==> src/hw/rtl/cli_pkg.sv <==
package cli_pkg;

  localparam int unsigned COORD_WIDTH_DEF  = 32;
  localparam int unsigned MU_FRAC_BITS_DEF = 32;

  // Fixed-point width of the line parameters
  localparam int unsigned OUT_W = 48;

  localparam int unsigned HIT_W = 2;
  localparam logic [HIT_W-1:0] HIT_NONE    = 2'd0;
  localparam logic [HIT_W-1:0] HIT_TANGENT = 2'd1;
  localparam logic [HIT_W-1:0] HIT_TWO     = 2'd2;

endpackage

==> src/hw/rtl/cli_sqrt_cell.sv <==
module cli_sqrt_cell import cli_pkg::*; #(
  parameter int unsigned RW     = 98,
  parameter int unsigned SIDE_W = 8
) (
  input  logic              clk_i,
  input  logic              rst_ni,
  input  logic              valid_i,
  input  logic [RW:0]       rem_i,
  input  logic [RW-1:0]     root_i,
  input  logic [1:0]        pair_i,
  input  logic [SIDE_W-1:0] side_i,
  output logic              valid_o,
  output logic [RW:0]       rem_o,
  output logic [RW-1:0]     root_o,
  output logic [SIDE_W-1:0] side_o
);

  logic [RW+2:0] rem_x, trial, diff;
  logic          ge;
  logic          valid_q;
  logic [RW:0]   rem_d, rem_q;
  logic [RW-1:0] root_d, root_q;
  logic [SIDE_W-1:0] side_q;

  // one root bit: bring down two radicand bits, try 4*root+1
  assign rem_x  = {rem_i, pair_i};
  assign trial  = {1'b0, root_i, 2'b01};
  assign ge     = rem_x >= trial;
  assign diff   = rem_x - trial;
  assign rem_d  = ge ? diff[RW:0] : rem_x[RW:0];
  assign root_d = {root_i[RW-2:0], ge};

  always_ff @(posedge clk_i or negedge rst_ni) begin
    if (!rst_ni) begin
      valid_q <= 1'b0;
    end else begin
      valid_q <= valid_i;
    end
  end

  always_ff @(posedge clk_i) begin
    rem_q  <= rem_d;
    root_q <= root_d;
    side_q <= side_i;
  end

  assign valid_o = valid_q;
  assign rem_o   = rem_q;
  assign root_o  = root_q;
  assign side_o  = side_q;

endmodule

==> config.mk <==
export PLATFORM = sky130hd
export DESIGN_NAME = cli_sqrt_cell
export DESIGN_NICKNAME = d
export VERILOG_FILES = /design/src/hw/rtl/cli_pkg.sv /design/src/hw/rtl/cli_sqrt_cell.sv
export SDC_FILE = /design/constraint.sdc
export NUM_CORES = 1
export LEC_CHECK = 0
export ABC_AREA = 1
export BUFFER_PORTS_ARGS = -buffer_cell sky130_fd_sc_hd__buf_2
export CORE_MARGIN = 2
export CORE_UTILIZATION = 47
export DETAILED_ROUTE_END_ITERATION = 8
export PLACE_DENSITY_LB_ADDON = 0.15
export SLEW_MARGIN = 25
export SYNTH_ARGS = -nofsm -noshare
export SYNTH_HDL_FRONTEND = slang
export SYNTH_SLANG_ARGS = --single-unit
==> constraint.sdc <==
create_clock -name clk_i -period 0.8 [get_ports clk_i]
set_clock_uncertainty 0.2 [all_clocks]
set_input_delay 0.04 -clock clk_i [delete_from_list [all_inputs] [get_ports clk_i]]
set_output_delay 0.04 -clock clk_i [all_outputs]
set_load 0.05 [all_outputs]
==> results.sh, run 1 <==
export IMPL_numPortBuffers=415
export IMPL_synth_area_leader_cell="nand2_1"
export IMPL_dpl_cell_count=4052
export IMPL_cts_buffers=24
export IMPL_synth_common_cells="1109 x nand2_1, 636 x inv_1, 205 x dfxtp_1"
export IMPL_ys_top_cells_by_area="nand2_1 26%, dfxtp_1 26%, inv_1 15%"
export IMPL_grt_max_degree=29
export IMPL_async_flop_share_pct=0.485
export IMPL_synth_cell_type_count=35
export IMPL_synth_net_count=3103
export IMPL_synth_cells=2793
export IMPL_flow_stopped_at="5_1_grt"
export IMPL_synth_seq_cells=206
export IMPL_place_hpwl_mm=62.9
export IMPL_std_cell_rows=67
export IMPL_die_w_um=188
export IMPL_die_y_um=188
export IMPL_clkSinkCount=206
export IMPL_gr_usage_all_layers_pct=66.8
export IMPL_gp_congestion=1.09
export IMPL_yosysMostFrequentCell="nand2_1"
export IMPL_cts_root_buf="clkbuf_16"
export IMPL_status="stopped before the end"
export IMPL_ys_seq_area_share_pct=25.9
export IMPL_synth_edf_count=0
export IMPL_pre_cts_ws_ns=-1.84
export IMPL_num_io_pins=416
export IMPL_grt_pass1_wl_mm=176
export IMPL_grt_overflow_total=19
export IMPL_grt_pass1_vias=28300
export IMPL_initial_core_util_pct=47.6
export IMPL_yosysWarnings=0
export IMPL_synth_top_area_share_pct=26.1
export IMPL_synthFlopType="dfxtp_1"
export IMPL_htree_levels=1
export IMPL_stop_error="[ERROR GRT-0116] Global routing finished with congestion. Check the congestion regions in the DRC Viewer."
export IMPL_syn_area_um2=16000
export IMPL_cts_buffer_depth=3
export IMPL_postSynthAreaPerCell_um2=5.72
repair_timing:
item	4_1_cts
setup endpoints to repair	306
pin swaps	67
endpoints found under the hold margin	206
gates cloned	11
gates resized for setup	549
hold buffers	90
setup buffers	59
routing by layer:
layer | global-route usage (%) | GRT overflow
met5 | 17.3 | 0
met4 | 59.7 | 12
met3 | 48.2 | 2
met2 | 88.2 | 5
met1 | 67.8 | 0
cell families after synthesis:
logic type / Yosys count / share of synthesized area, %
DFF: 206 / 25.9
xor gates and xnor gates: 62 / 3.40
and+or+nand+nor: 1561 / 40.2
AOI/OAI and AO/OA: 164 / 5.55
adders and majority gates: 100 / 7.84
buffers and inverters: 700 / 17.1
through the flow:
| stage | util [%] | area [µm²] | hold WS [ns] |
|---|---|---|---|
| 4_1_cts | 86.0 | 28800 | -0.628 |
| 3_5_place_dp | 73.3 | 24600 | -0.384 |
| 3_3_place_gp | 73.3 | 24600 | -0.386 |
| 2_1_floorplan | - | 17900 | -0.456 |
==> run 2: changes to the inputs <==
--- a/config.mk
+++ b/config.mk
@@ -8,7 +8,7 @@
 export ABC_AREA = 1
 export BUFFER_PORTS_ARGS = -buffer_cell sky130_fd_sc_hd__buf_2
 export CORE_MARGIN = 2
-export CORE_UTILIZATION = 47
+export CORE_UTILIZATION = 32
 export DETAILED_ROUTE_END_ITERATION = 8
 export PLACE_DENSITY_LB_ADDON = 0.15
 export SLEW_MARGIN = 25
==> constraint.sdc (replaced) <==
create_clock -name clk_i -period 1 [get_ports clk_i]
set_clock_uncertainty 0.2 [all_clocks]
set_input_delay 0.05 -clock clk_i [delete_from_list [all_inputs] [get_ports clk_i]]
set_output_delay 0.05 -clock clk_i [all_outputs]
set_load 0.05 [all_outputs]
==> results.sh, run 2 <==
export IMPL_async_flop_share_pct=0.485
export IMPL_core_area_um2=49100
export IMPL_slew_headroom_pct=62.1
export IMPL_p_leak_nw=16.8
export IMPL_yosysMostFrequentCell="nand2_1"
export IMPL_post_route_util_pct=63.5
export IMPL_antenna_found_initial=1
export IMPL_die_area_um2=51700
export IMPL_critPathLaunchType="input port"
export IMPL_drtIter0Drc=1475
export IMPL_vias=21400
export IMPL_ys_seq_area_share_pct=25.9
export IMPL_pre_cts_ws_ns=-1.77
export IMPL_synth_cells=2793
export IMPL_synth_seq_cells=206
export IMPL_std_cell_rows=81
export IMPL_finalWorstSetupSlack_ns=-0.981
export IMPL_worstPathCellList="buf_2, inv_1, ha_4, buf_4, o21ai_2, nand2_2, nand2_2, nand2_4, nand2_2, nand3b_4, nand2_4, nand2_4, nand2_4, nand3_4, buf_12, buf_12, buf_16, o21ai_1"
export IMPL_slowest_stage="ha_4"
export IMPL_fill_cells=4280
export IMPL_drc=0
export IMPL_gp_congestion=0.972
export IMPL_synth_edf_count=0
export IMPL_postSynthAreaPerCell_um2=5.72
export IMPL_grt_overflow_total=0
export IMPL_clkSinkCount=206
export IMPL_ys_top_cells_by_area="nand2_1 26%, dfxtp_1 26%, inv_1 15%"
export IMPL_hold_slack_ns=-0.615
export IMPL_multi_input_area_um2=12100
export IMPL_synth_common_cells="1109 x nand2_1, 636 x inv_1, 205 x dfxtp_1"
export IMPL_grt_pass1_wl_mm=120
export IMPL_layout_common_cells="882 x nand2_1, 564 x inv_1, 548 x buf_4"
export IMPL_cts_buffer_depth=3
export IMPL_place_hpwl_mm=68.1
export IMPL_fin_area_um2=31200
export IMPL_violations="hold timing, setup timing"
export IMPL_mostFrequentLayoutCell="nand2_1"
export IMPL_largest_reg_flops=99
export IMPL_die_w_um=227
export IMPL_die_y_um=227
export IMPL_synth_area_leader_cell="nand2_1"
export IMPL_cp_required_ns=1.26
export IMPL_num_io_pins=416
export IMPL_powerDensity_nw_per_um2=1300
export IMPL_period_needed_ns=1.98
export IMPL_drive_gt1_share_pct=47.5
export IMPL_gr_usage_all_layers_pct=31.1
export IMPL_yosysWarnings=0
export IMPL_hold_viol=184
export IMPL_numPortBuffers=415
export IMPL_wire_per_inst_um=19.2
export IMPL_grt_pass1_vias=20400
export IMPL_fmax_mhz=505
export IMPL_drv_cap=0
export IMPL_cts_buffers=25
export IMPL_htree_levels=1
export IMPL_syn_to_final_growth_pct=95.2
export IMPL_synth_cell_type_count=35
export IMPL_peakVddDrop_v=0.00145
export IMPL_viasPerCell=4.65
export IMPL_fin_nets=4226
export IMPL_slowest_delay_ns=0.22
export IMPL_synthFlopType="dfxtp_1"
export IMPL_grt_max_degree=50
export IMPL_synth_top_area_share_pct=26.1
export IMPL_synth_net_count=3103
export IMPL_cp_common_cell="nand2_4"
export IMPL_worstPathArrival_ns=2.24
export IMPL_first_pass_iters=7
export IMPL_slew_violations=0
export IMPL_rsz0062_at_grt="true"
export IMPL_status="finished with violations"
export IMPL_initial_core_util_pct=32.6
export IMPL_hold_path_class="input port to register"
export IMPL_register_area_um2=4400
export IMPL_setup_viol=312
export IMPL_postRouteAntennaNets=0
export IMPL_crit_type="input port to register"
export IMPL_syn_area_um2=16000
export IMPL_cp_end_kind="register"
export IMPL_critPathMaxFanout=7
export IMPL_fin_crit_sh_pct=198
export IMPL_cts_clk_slew_worst_paths_ns=0.07
export IMPL_cts_root_buf="clkbuf_16"
export IMPL_postRouteWirelength_mm=88.4
export IMPL_cts_tree="done"
export IMPL_place_area_um2=24200
export IMPL_worst_pin_slew_ns=0.569
[run 2: cell counts after synthesis]
No cell type changed its count.
[run 2: logic make-up (layout without fill, tap and decap cells)]
logic type,after synthesis,count (layout),synth area share [%]
adder cells (fa/ha/maj),100,100,7.84
AO/OA/AOI/OAI,164,164,5.55
buffers and inverters,700,1841,17.1
XOR/XNOR,62,62,3.40
other,0,1,0
flip-flops,206,206,25.9
AND/OR/NAND/NOR,1561,1561,40.2
[run 2: repair_timing]
action,4_1_cts,5_1_grt
setup endpoints to repair,306,320
resized for setup,312,1199
buffers inserted,44,37
hold buffers,113,20
cloned,6,6
pin swaps,50,72
endpoints found under the hold margin,206,190
[run 2: layout make-up]
cell class	instances	share of cell area, %
multi-input cells	1887	38.9
repair buffers	1127	33.4
flip-flops and latches	206	14.1
inverters	669	8.17
well taps	664	2.67
clock buffers	34	2.34
clock inverters	11	0.393
diodes	1	0.00803
[run 2: critical path: cells and delay by family]
| kind | cells | cell delay, ns |
|---|---|---|
| adder cells (fa/ha/maj) | 1 | 0.22 |
| AO/OA/AOI/OAI | 2 | 0.25 |
| AND/OR/NAND/NOR | 9 | 0.88 |
| buffers and inverters | 6 | 0.83 |
[run 2: layer usage]
| layer | track usage (%) | up-vias | share of wire [%] |
|---|---|---|---|
| met5 | 0 | - | 0 |
| met4 | 7.44 | 0 | 2.6 |
| met3 | 3.30 | 111 | 6.2 |
| met2 | 51.0 | 677 | 47 |
| met1 | 43.4 | 9989 | 44 |
| li1 | - | 10600 | - |
[run 2: through the flow]
step	hold slack (ns)	std cells	TNS, ns	power, mW
6_report	-0.615	4599	-147.81	40.4
5_1_grt	-0.638	4599	-158.57	42.0
4_1_cts	-0.637	4552	-157.14	36.8
3_5_place_dp	-0.373	4344	-158.89	25.7
3_3_place_gp	-0.375	4344	-158.60	25.6
2_1_floorplan	-0.446	2793	-88.41	19.2
[run 2: path summary, 6_finish.rpt]
check                      startpoint          to  cells after the start
hold / removal             root_i[65]  root_o[66]                      1
setup / recovery            root_i[0]   rem_o[27]                     18
min in group asynchronous      rst_ni     valid_o                      3
max in group asynchronous      rst_ni     valid_o                      3
[run 2: report_power, final]
group / leakage, nW / switching, mW / internal [mW]
clock network: 0.416 / 3.95 / 5.62
registers: 1.75 / 0.733 / 9.47
logic: 14.7 / 11.7 / 8.90
Power figures use the tool's default switching activity.
