## src/hw/rtl/cli_pkg.sv

```systemverilog
package cli_pkg;

  localparam int unsigned COORD_WIDTH_DEF  = 32;
  localparam int unsigned MU_FRAC_BITS_DEF = 32;

  // Fixed-point width of the line parameters
  localparam int unsigned OUT_W = 48;

  localparam int unsigned HIT_W = 2;
  localparam logic [HIT_W-1:0] HIT_NONE    = 2'd0;
  localparam logic [HIT_W-1:0] HIT_TANGENT = 2'd1;
  localparam logic [HIT_W-1:0] HIT_TWO     = 2'd2;

endpackage

```

## src/hw/rtl/cli_div_cell.sv

```systemverilog
module cli_div_cell import cli_pkg::*; #(
  parameter int unsigned AW     = 65,
  parameter int unsigned SIDE_W = 6
) (
  input  logic                clk_i,
  input  logic                rst_ni,
  input  logic                valid_i,
  input  logic [AW-1:0]       a_i,
  input  logic [AW+OUT_W-1:0] st1_i,
  input  logic [AW+OUT_W-1:0] st2_i,
  input  logic [SIDE_W-1:0]   side_i,
  output logic                valid_o,
  output logic [AW-1:0]       a_o,
  output logic [AW+OUT_W-1:0] st1_o,
  output logic [AW+OUT_W-1:0] st2_o,
  output logic [SIDE_W-1:0]   side_o
);

  logic [AW:0] top1, top2, dif1, dif2, a_x;
  logic        ge1, ge2;
  logic        valid_q;
  logic [AW-1:0] a_q;
  logic [AW+OUT_W-1:0] st1_d, st2_d, st1_q, st2_q;
  logic [SIDE_W-1:0] side_q;

  // remainder sits on top, numerator bits shift up, quotient bits enter below
  assign a_x  = {1'b0, a_i};
  assign top1 = st1_i[AW+OUT_W-1:OUT_W-1];
  assign top2 = st2_i[AW+OUT_W-1:OUT_W-1];
  assign ge1  = top1 >= a_x;
  assign ge2  = top2 >= a_x;
  assign dif1 = top1 - a_x;
  assign dif2 = top2 - a_x;
  assign st1_d = {(ge1 ? dif1[AW-1:0] : top1[AW-1:0]), st1_i[OUT_W-2:0], ge1};
  assign st2_d = {(ge2 ? dif2[AW-1:0] : top2[AW-1:0]), st2_i[OUT_W-2:0], ge2};

  always_ff @(posedge clk_i or negedge rst_ni) begin
    if (!rst_ni) begin
      valid_q <= 1'b0;
    end else begin
      valid_q <= valid_i;
    end
  end

  always_ff @(posedge clk_i) begin
    a_q    <= a_i;
    st1_q  <= st1_d;
    st2_q  <= st2_d;
    side_q <= side_i;
  end

  assign valid_o = valid_q;
  assign a_o     = a_q;
  assign st1_o   = st1_q;
  assign st2_o   = st2_q;
  assign side_o  = side_q;

endmodule
```

## config.mk

```make
export PLATFORM = sky130hd
export DESIGN_NAME = cli_div_cell
export DESIGN_NICKNAME = d
export VERILOG_FILES = /design/src/hw/rtl/cli_pkg.sv /design/src/hw/rtl/cli_div_cell.sv
export SDC_FILE = /design/constraint.sdc
export NUM_CORES = 1
export LEC_CHECK = 0
export BUFFER_PORTS_ARGS = -buffer_cell sky130_fd_sc_hd__clkbuf_2
export CAP_MARGIN = 20
export CORE_AREA = 2 2 235 237
export DETAILED_ROUTE_END_ITERATION = 8
export DIE_AREA = 0 0 237 239
export SLEW_MARGIN = 40
export SYNTH_ARGS = -nofsm -noshare
export SYNTH_HDL_FRONTEND = slang
export SYNTH_SLANG_ARGS = --single-unit
```

## constraint.sdc

```tcl
create_clock -name clk_i -period 0.8 [get_ports clk_i]
set_input_delay 0.16 -clock clk_i [delete_from_list [all_inputs] [get_ports clk_i]]
set_output_delay 0.16 -clock clk_i [all_outputs]
set_load 0.02 [all_outputs]
```

### After elaboration in Yosys (flattened, before gate mapping)

Cells that the tools add are included.

* $add $sub $neg: 2
* multipliers: 0
* divide/modulo/power cells: 0
* magnitude comparators: 2
* equality and inequality tests: 0
* shift-type cells: 0
* muxes and demuxes: 2
* bitwise logic cells: 0
* reduce and logical (&&, ||, !) cells: 0

Operator list (count)
* 66-bit by 65-bit greater-or-equal comparator with 1-bit output: 2
* 65-bit 2-to-1 mux: 2
* 65-bit subtractor: 2

* flip-flop bits (word level): 298
* latch bits: 0
* memory bits (writable): 0
* ROM bits: 0
* input port bits: 300
* output and inout port bits: 298
* word-level logic and storage cells: 11
* memories kept: 0

### Logic depth before layout (Yosys ltp)

Gate-level depths: netlist of the first run.

* depth after elaboration: 2
* mapped depth: 17
* gate-level depth less buffers: 14

### Worst setup path before layout of the first run

Ideal clock, no wire load.

* kind: input port to flip-flop
* start point: input a_i[11]
* end point: register st1_q[105], in the netlist st1_o[105]
* library setup time: 0.096 ns
* arrival: 2.803 ns
* required time: 0.704 ns
* slack: -2.098 ns
* cell stages on the path: 12
* path buffers: 1
* path through: inv_1 ha_1 clkbuf_1 nand3_1 a21oi_1 a2111oi_0 o41a_1 o21ba_2 or3b_1 nand2_1 mux2_1 o41ai_2

* cells in the longest elaborated chain, start to end: 2
* elaborated cells on any way between the ends: 3
* classes of those cells: 1 x add/sub; 1 x order compare; 1 x mux

RTL lines
* start: declaration: RTL line cli_div_cell.sv:8 `input logic [AW-1:0] a_i,`
* 65-bit subtractor or 66-bit by 65-bit greater-or-equal comparator with 1-bit output (tied branches): RTL line cli_div_cell.sv:32, cli_div_cell.sv:30
* 65-bit 2-to-1 mux (*): RTL line cli_div_cell.sv:34 `assign st1_d = {(ge1 ? dif1[AW-1:0] : top1[AW-1:0]), st1_i[OUT_W-2:0], ge1};`
* net st1_d[105]: RTL line cli_div_cell.sv:23 `logic [AW+OUT_W-1:0] st1_d, st2_d, st1_q, st2_q;`
* end signal: assignment: RTL line cli_div_cell.sv:47 `st1_q <= st1_d;`
* end: declaration: RTL line cli_div_cell.sv:23

The timed path passes the listed nets; every way through them passes the cells marked *.

### Worst setup path in the final report of the first run

* start point: input st1_i[47]
* end point: register st1_q[92], in the netlist st1_o[92]

* cells in the longest elaborated chain, start to end: 2
* elaborated cells on any way between the ends: 3
* classes of those cells: 1 x add/sub; 1 x order compare; 1 x mux

RTL lines
* start: declaration: RTL line cli_div_cell.sv:9 `input logic [AW+OUT_W-1:0] st1_i,`
* 65-bit subtractor or 66-bit by 65-bit greater-or-equal comparator with 1-bit output (tied branches): RTL line cli_div_cell.sv:32, cli_div_cell.sv:30
* 65-bit 2-to-1 mux (*): RTL line cli_div_cell.sv:34
* net st1_d[92]: RTL line cli_div_cell.sv:23

Marks and branches as above.

==> impl_metrics.csv, run 1 <==
group,metric,value,unit
critical_path,critPathArrivalTime,3.09,ns
critical_path,crit_fanout,3,
drt,routed_wl,90970,µm
timing,clock.fmax,378.1,MHz
status,violations,"negative setup slack",
die,coreArea,54340,µm²
global_routing,grt_use_met3,5.935,%
synthesis,yosys_warnings,0,
global_routing,grt_antenna_before_repair,7,
status,status,"finished with violations",
power,switching_share,34.14,%
global_routing,grt-ovfl-total,0,
synthesis,synth_edf_count,0,
timing,hold_viol,0,
clocking,clk_path_buf_depth,3,
drt,drt_drc_violations_left,0,
drt,vias,20730,
final_layout,num-fill-cells,4050,
global_routing,grt_start_max_net_pins,20,
clocking,cts_sinks,298,
synthesis,seq_area_frac_synth,36.74,%
die,dieWidth,237,µm
power,ir_worst_vdd,1.663,mV
final_layout,multi_input_area,11070,µm²
die,die_h,239,µm
global_routing,grt.busiest_layer,"met2",
final_layout,mostFrequentLayoutCells,"buf_4, buf_8, clkbuf_2",
clocking,numCtsBuffers,35,
drt,initialDrtViolationCount,1213,
timing,maxSlewHeadroom,62.19,%
job,max-cap-violations,0,
synthesis,netlist_area,16250,µm²
final_layout,mostFrequentLayoutCell,"buf_4",
clocking,root_buffer,"clkbuf_16",
global_routing,grtUsageMet1,32.26,%
place,dp_hpwl,63170,µm
place,routabilityCongestion,0.9978,
final_layout,syn_to_final_growth,113.3,%
die,io_pins,598,
final_layout,final_nets,3781,
power,leakage,16.16,nW
timing,holdWs,0.02174,ns
die,fp-row-count,86,
place,io_buffer_count,597,
min_path,hp-class,"in2reg",
synthesis,async_reset_ff_share,0.3356,%
power,pwr-share-comb,42.7,%
power,p_int,0.04104,W
global_routing,track_usage,29.38,%
power,power_density,1798,nW/µm²
critical_path,start_kind,"primary input",
drt,via_per_inst,5.077,
drt,drtAntennaViolNets,0,
power,p_seq_share,30.2,%
timing,drv_slew,0,
critical_path,cp-end-kind,"register",
final_layout,seq_area,6387,µm²
die,initial_core_util,29.90,%
timing,rsz0062_at_grt,"true",
power,p_total,0.06230,W
synthesis,yosys_register_bits,298,
timing,tightest_slew,0.5659,ns
timing,setup_ws,-1.845,ns
synthesis,synthCells,1812,
clocking,cts_tree,"yes",
die,dieArea,56640,µm²
min_path,hold_path_depth,2,
drt,dr.pass1.iters,7,
drt,wl_per_cell,22.28,µm
critical_path,crit_required,1.25,ns
power,p_clk_share,27.1,%
global_routing,use_met2,53.10,%
timing,finalCritPeriodShare,330.6,%
clocking,clkTransAtPathRegs,0.06,ns
clocking,ctsHtreeMaxLevel,2,
synthesis,avgSynthCellArea,8.968,µm²
power,p_switching,0.02127,W
timing,setup_viol_count_final,430,
global_routing,grt_pass1_vias,21660,
synthesis,syn-num-nets,2244,
critical_path,crit_type,"in2reg",
final_layout,drive_above_1_share,58.90,%
global_routing,grt_pass1_wl,127300,µm
synthesis,synth_cell_types,91,
synthesis,synth_ff_type,"dfxtp_1",
timing,finalCriticalPeriod,2.645,ns
layer usage:
layer	routed length, µm	vias to the layer above
met3	5857	280
met5	38	-
met1	33700	9905
li1	-	9629
met4	5496	8
met2	45880	909
worst paths after layout:
| check | start | slack (ns) | to |
|---|---|---|---|
| min | st2_i[82] | 0.02 | st2_o[83] |
| min in group asynchronous | rst_ni | 0.54 | valid_o |
| max | st1_i[47] | -1.85 | st1_o[92] |
| max in group asynchronous | rst_ni | 0.12 | valid_o |
sequential cells by signal, indices dropped and copies added, names as in the netlist:
name	count
valid_o	1
a_o	65
st2_o	113
side_o	6
st1_o	113
power by group through the flow:
stage               registers (W)  clock network [W]  logic, W
floorplan                  0.0199                  0   0.00827
global placement           0.0179                  0    0.0194
detailed placement         0.0179                  0    0.0195
CTS                        0.0182             0.0170    0.0245
global route               0.0189             0.0178    0.0279
finish                     0.0188             0.0169    0.0266
cell usage after synthesis, types with 12 or more instances:
library cell,n,area [µm²]
buf_2,31,155.2
nand4_1,49,306.5
o21ai_1,12,60.06
o21bai_1,28,210.2
a31oi_1,13,81.33
nand3_1,46,230.2
dfxtp_1,297,5946
nand2_1,126,473.0
o31ai_1,20,150.1
o21ai_0,82,410.4
and3_1,13,81.33
ha_1,130,1627
o21a_1,15,112.6
nor2_1,128,480.5
xor2_1,35,306.5
inv_1,100,375.4
nor3_1,34,170.2
a211oi_1,13,97.59
a21oi_1,196,980.9
clkbuf_1,36,135.1
xnor2_1,70,613.1
a21o_1,77,578.1
mux2_4,49,735.7
nor2b_1,14,87.58
worst max-delay path: stages:
cell and delay (ns):
clkbuf_16 0.14, inv_12 0.05, ha_4 0.13, inv_2 0.04, fa_2 0.37, a21o_1 0.22
a211oi_2 0.25, buf_4 0.20, nor2_4 0.05, a221o_1 0.39, o21bai_4 0.24, a21boi_2 0.11
o21a_1 0.19, or3_1 0.35, a31o_2 0.20
kinds of logic (layout without fill, tap and decap cells):
kind of cell	after synthesis	after routing	share of synthesized area, %
AO/OA/AOI/OAI	551	551	22.14
adder cells (fa/ha/maj)	132	132	10.26
buffers and inverters	186	1749	5.475
multiplexers	63	63	5.498
XOR/XNOR	105	105	5.659
other	0	4	0
AND/OR/NAND/NOR	477	477	14.23
flip-flops	298	298	36.74
final cells by class:
cell class / instances / area share, %
Timing Repair Buffer: 1583 / 42.36
Tap cell: 704 / 2.542
Multi-Input combinational cell: 1328 / 31.94
Clock inverter: 19 / 0.5813
Timing Repair inverter: 1 / 0.03249
Antenna cell: 4 / 0.02888
Inverter: 102 / 1.311
Sequential cell: 298 / 18.43
Clock buffer: 44 / 2.773
through the flow:
step / setup TNS (ns) / setup slack, ns / std cells / util [%] / area, µm²
4_1_cts: -333.08 / -1.709 / 4058 / 61.63 / 33490
6_report: -337.12 / -1.845 / 4083 / 63.77 / 34650
3_3_place_gp: -300.84 / -2.615 / 3687 / 46.56 / 25300
2_1_floorplan: -237.54 / -1.997 / 1812 / - / 17160
3_5_place_dp: -307.35 / -2.530 / 3687 / 46.56 / 25300
5_1_grt: -353.89 / -1.891 / 4082 / 63.77 / 34650
repair_timing:
action | 4_1_cts | 5_1_grt
setup buffers | 20 | 18
gates resized for setup | 1063 | 436
setup endpoints to repair | 430 | 430
hold buffers | 287 | 2
pin swaps | 56 | 33
hold endpoints to repair | 286 | 2
gates cloned | 4 | 7
Power figures use the tool's default switching activity.
==> run 2, diff against run 1 <==
--- a/config.mk
+++ b/config.mk
@@ -10,6 +10,7 @@
 export CORE_AREA = 2 2 235 237
 export DETAILED_ROUTE_END_ITERATION = 8
 export DIE_AREA = 0 0 237 239
+export SKIP_LAST_GASP = 1
 export SLEW_MARGIN = 40
 export SYNTH_ARGS = -nofsm -noshare
 export SYNTH_HDL_FRONTEND = slang
==> run 2 against run 1 <==
The run still ends with negative setup slack left. First-iteration DRC count shrank 1.6%. Worst setup slack gained 0.057 ns. Sequential power barely moved. Combinational power barely moved. Core utilization fell by 0.35 points. Sequential cell count unchanged. Die area unchanged. Global-route usage hardly changed. Clock power hardly changed. Wire length fell by 1.0%. Via count down 0.80%. Critical endpoint unchanged. Highest routed layer unchanged.
==> impl_metrics.csv, run 2 (synthesis gave the netlist of run 1 again) <==
group,metric,value,unit
clocking,clk_path_buf_depth,3,
power,switching_share,34.04,%
die,dieArea,56640,µm²
power,p_total,0.06207,W
global_routing,track_usage,29.33,%
drt,dr.pass1.iters,5,
die,fp-row-count,86,
die,dieWidth,237,µm
clocking,root_buffer,"clkbuf_16",
power,pwr-share-comb,42.5,%
critical_path,crit_required,1.25,ns
critical_path,cpMaxStageDelayCell,"a221o_1",
global_routing,grt_pass1_vias,21640,
global_routing,grt_antenna_before_repair,8,
drt,wl_met1,33620,µm
global_routing,grt_pass1_wl,127100,µm
timing,holdWs,0.02228,ns
critical_path,critPathBufInv,4,
clocking,cts_sinks,298,
die,die_h,239,µm
power,leakage,16.10,nW
timing,maxSlewHeadroom,62.14,%
drt,highest-signal-layer,"met5",
power,p_switching,0.02113,W
status,status,"finished with violations",
clocking,ctsHtreeMaxLevel,2,
drt,drtAntennaViolNets,0,
critical_path,crit_path_cell_trace,"clkbuf_16 -> inv_12 -> ha_4 -> inv_2 -> fa_2 -> a21o_1 -> a211oi_2 -> buf_4 -> nor2_4 -> a221o_1 -> o21bai_4 -> a21boi_2 -> o21a_1 -> or3_1 -> a31o_2",
final_layout,syn_to_final_growth,112.1,%
final_layout,num-fill-cells,4103,
drt,wl_met2,44770,µm
final_layout,mostFrequentLayoutCell,"buf_4",
drt,drt_drc_violations_left,0,
power,ir_worst_vdd,1.815,mV
die,initial_core_util,29.90,%
final_layout,multi_input_area,10980,µm²
drt,via_per_inst,5.044,
drt,routed-wl-met3,5632,µm
timing,setup_ws,-1.788,ns
timing,finalCritPeriodShare,323.5,%
power,p_clk_share,27.1,%
drt,initialDrtViolationCount,1194,
timing,drv_slew,0,
critical_path,critPathArrivalTime,3.04,ns
place,io_buffer_count,597,
critical_path,crit_fanout,3,
drt,vias,20570,
final_layout,finalNonFillerCells,4077,
global_routing,grt_start_max_net_pins,20,
place,dp_cells,3687,
timing,tns,-331.42,ns
clocking,numCtsBuffers,35,
final_layout,mostFrequentLayoutCells,"buf_4, buf_8, clkbuf_2",
clocking,cts_tree,"yes",
timing,hold_viol,0,
job,max-cap-violations,0,
drt,wl_per_cell,22.08,µm
critical_path,crit_type,"in2reg",
final_layout,fin_util,63.42,%
die,io_pins,598,
final_layout,drive_above_1_share,58.43,%
critical_path,cp-end-kind,"register",
final_layout,seq_area,6386,µm²
timing,finalCriticalPeriod,2.588,ns
timing,rsz0062_at_grt,"true",
status,violations,"negative setup slack",
timing,tightest_slew,0.5668,ns
power,p_seq_share,30.3,%
place,routabilityCongestion,0.9978,
critical_path,critPathMaxStageDelay,0.39,ns
place,dp_hpwl,63170,µm
drt,routed_wl,90040,µm
global_routing,grt-ovfl-total,0,
final_layout,final_nets,3776,
timing,clock.fmax,386.4,MHz
power,p_int,0.04094,W
clocking,clkTransAtPathRegs,0.06,ns
timing,setup_viol_count_final,430,
min_path,hp-class,"in2reg",
die,coreArea,54340,µm²
power,power_density,1801,nW/µm²
critical_path,cp_top_family,"compound AO/OA/AOI/OAI gates",
critical_path,start_kind,"primary input",
==> run 2: final cells by class <==
cell class,instances,area share (%)
antenna,3,0.02178
clock buffer,44,2.788
clock inverter,19,0.5845
inverter,102,1.303
multi-input combinational,1328,31.86
sequential,298,18.53
tap,704,2.556
timing repair buffer,1579,42.35
==> run 2: power groups by stage <==
stage	registers [W]	clock network, W	logic [W]
floorplan	0.0199	0	0.00827
global placement	0.0179	0	0.0194
detailed placement	0.0179	0	0.0195
CTS	0.0182	0.0170	0.0244
global route	0.0189	0.0177	0.0277
finish	0.0188	0.0168	0.0264
==> run 2: worst paths after layout <==
| path | from | to | slack (ns) | depth (start not counted) |
|---|---|---|---|---|
| max | st1_i[47] | st1_o[92] | -1.79 | 15 |
| max in group asynchronous | rst_ni | valid_o | 0.12 | 3 |
| min in group asynchronous | rst_ni | valid_o | 0.54 | 3 |
| min | st2_i[82] | st2_o[83] | 0.02 | 2 |
==> run 2: timing repair <==
action                                  CTS  global route
setup buffers                            20            14
pin swaps                                56            36
cloned                                    4             4
hold buffers                            287             2
gates resized for setup                1048           410
endpoints found under the hold margin   286             2
setup endpoints to repair               430           430
==> run 2: metal layers <==
layer	vias up	track usage (%)
met3	297	5.982
met5	-	0
met2	862	52.89
li1	9596	-
met1	9801	32.13
met4	10	16.40
==> run 2: stage by stage <==
step	setup slack, ns	cell area (µm²)
final	-1.788	34460
after global routing	-1.854	34460
after CTS	-1.709	33430
after detailed placement	-2.530	25300
after global placement	-2.615	25300
after floorplan	-1.997	17160
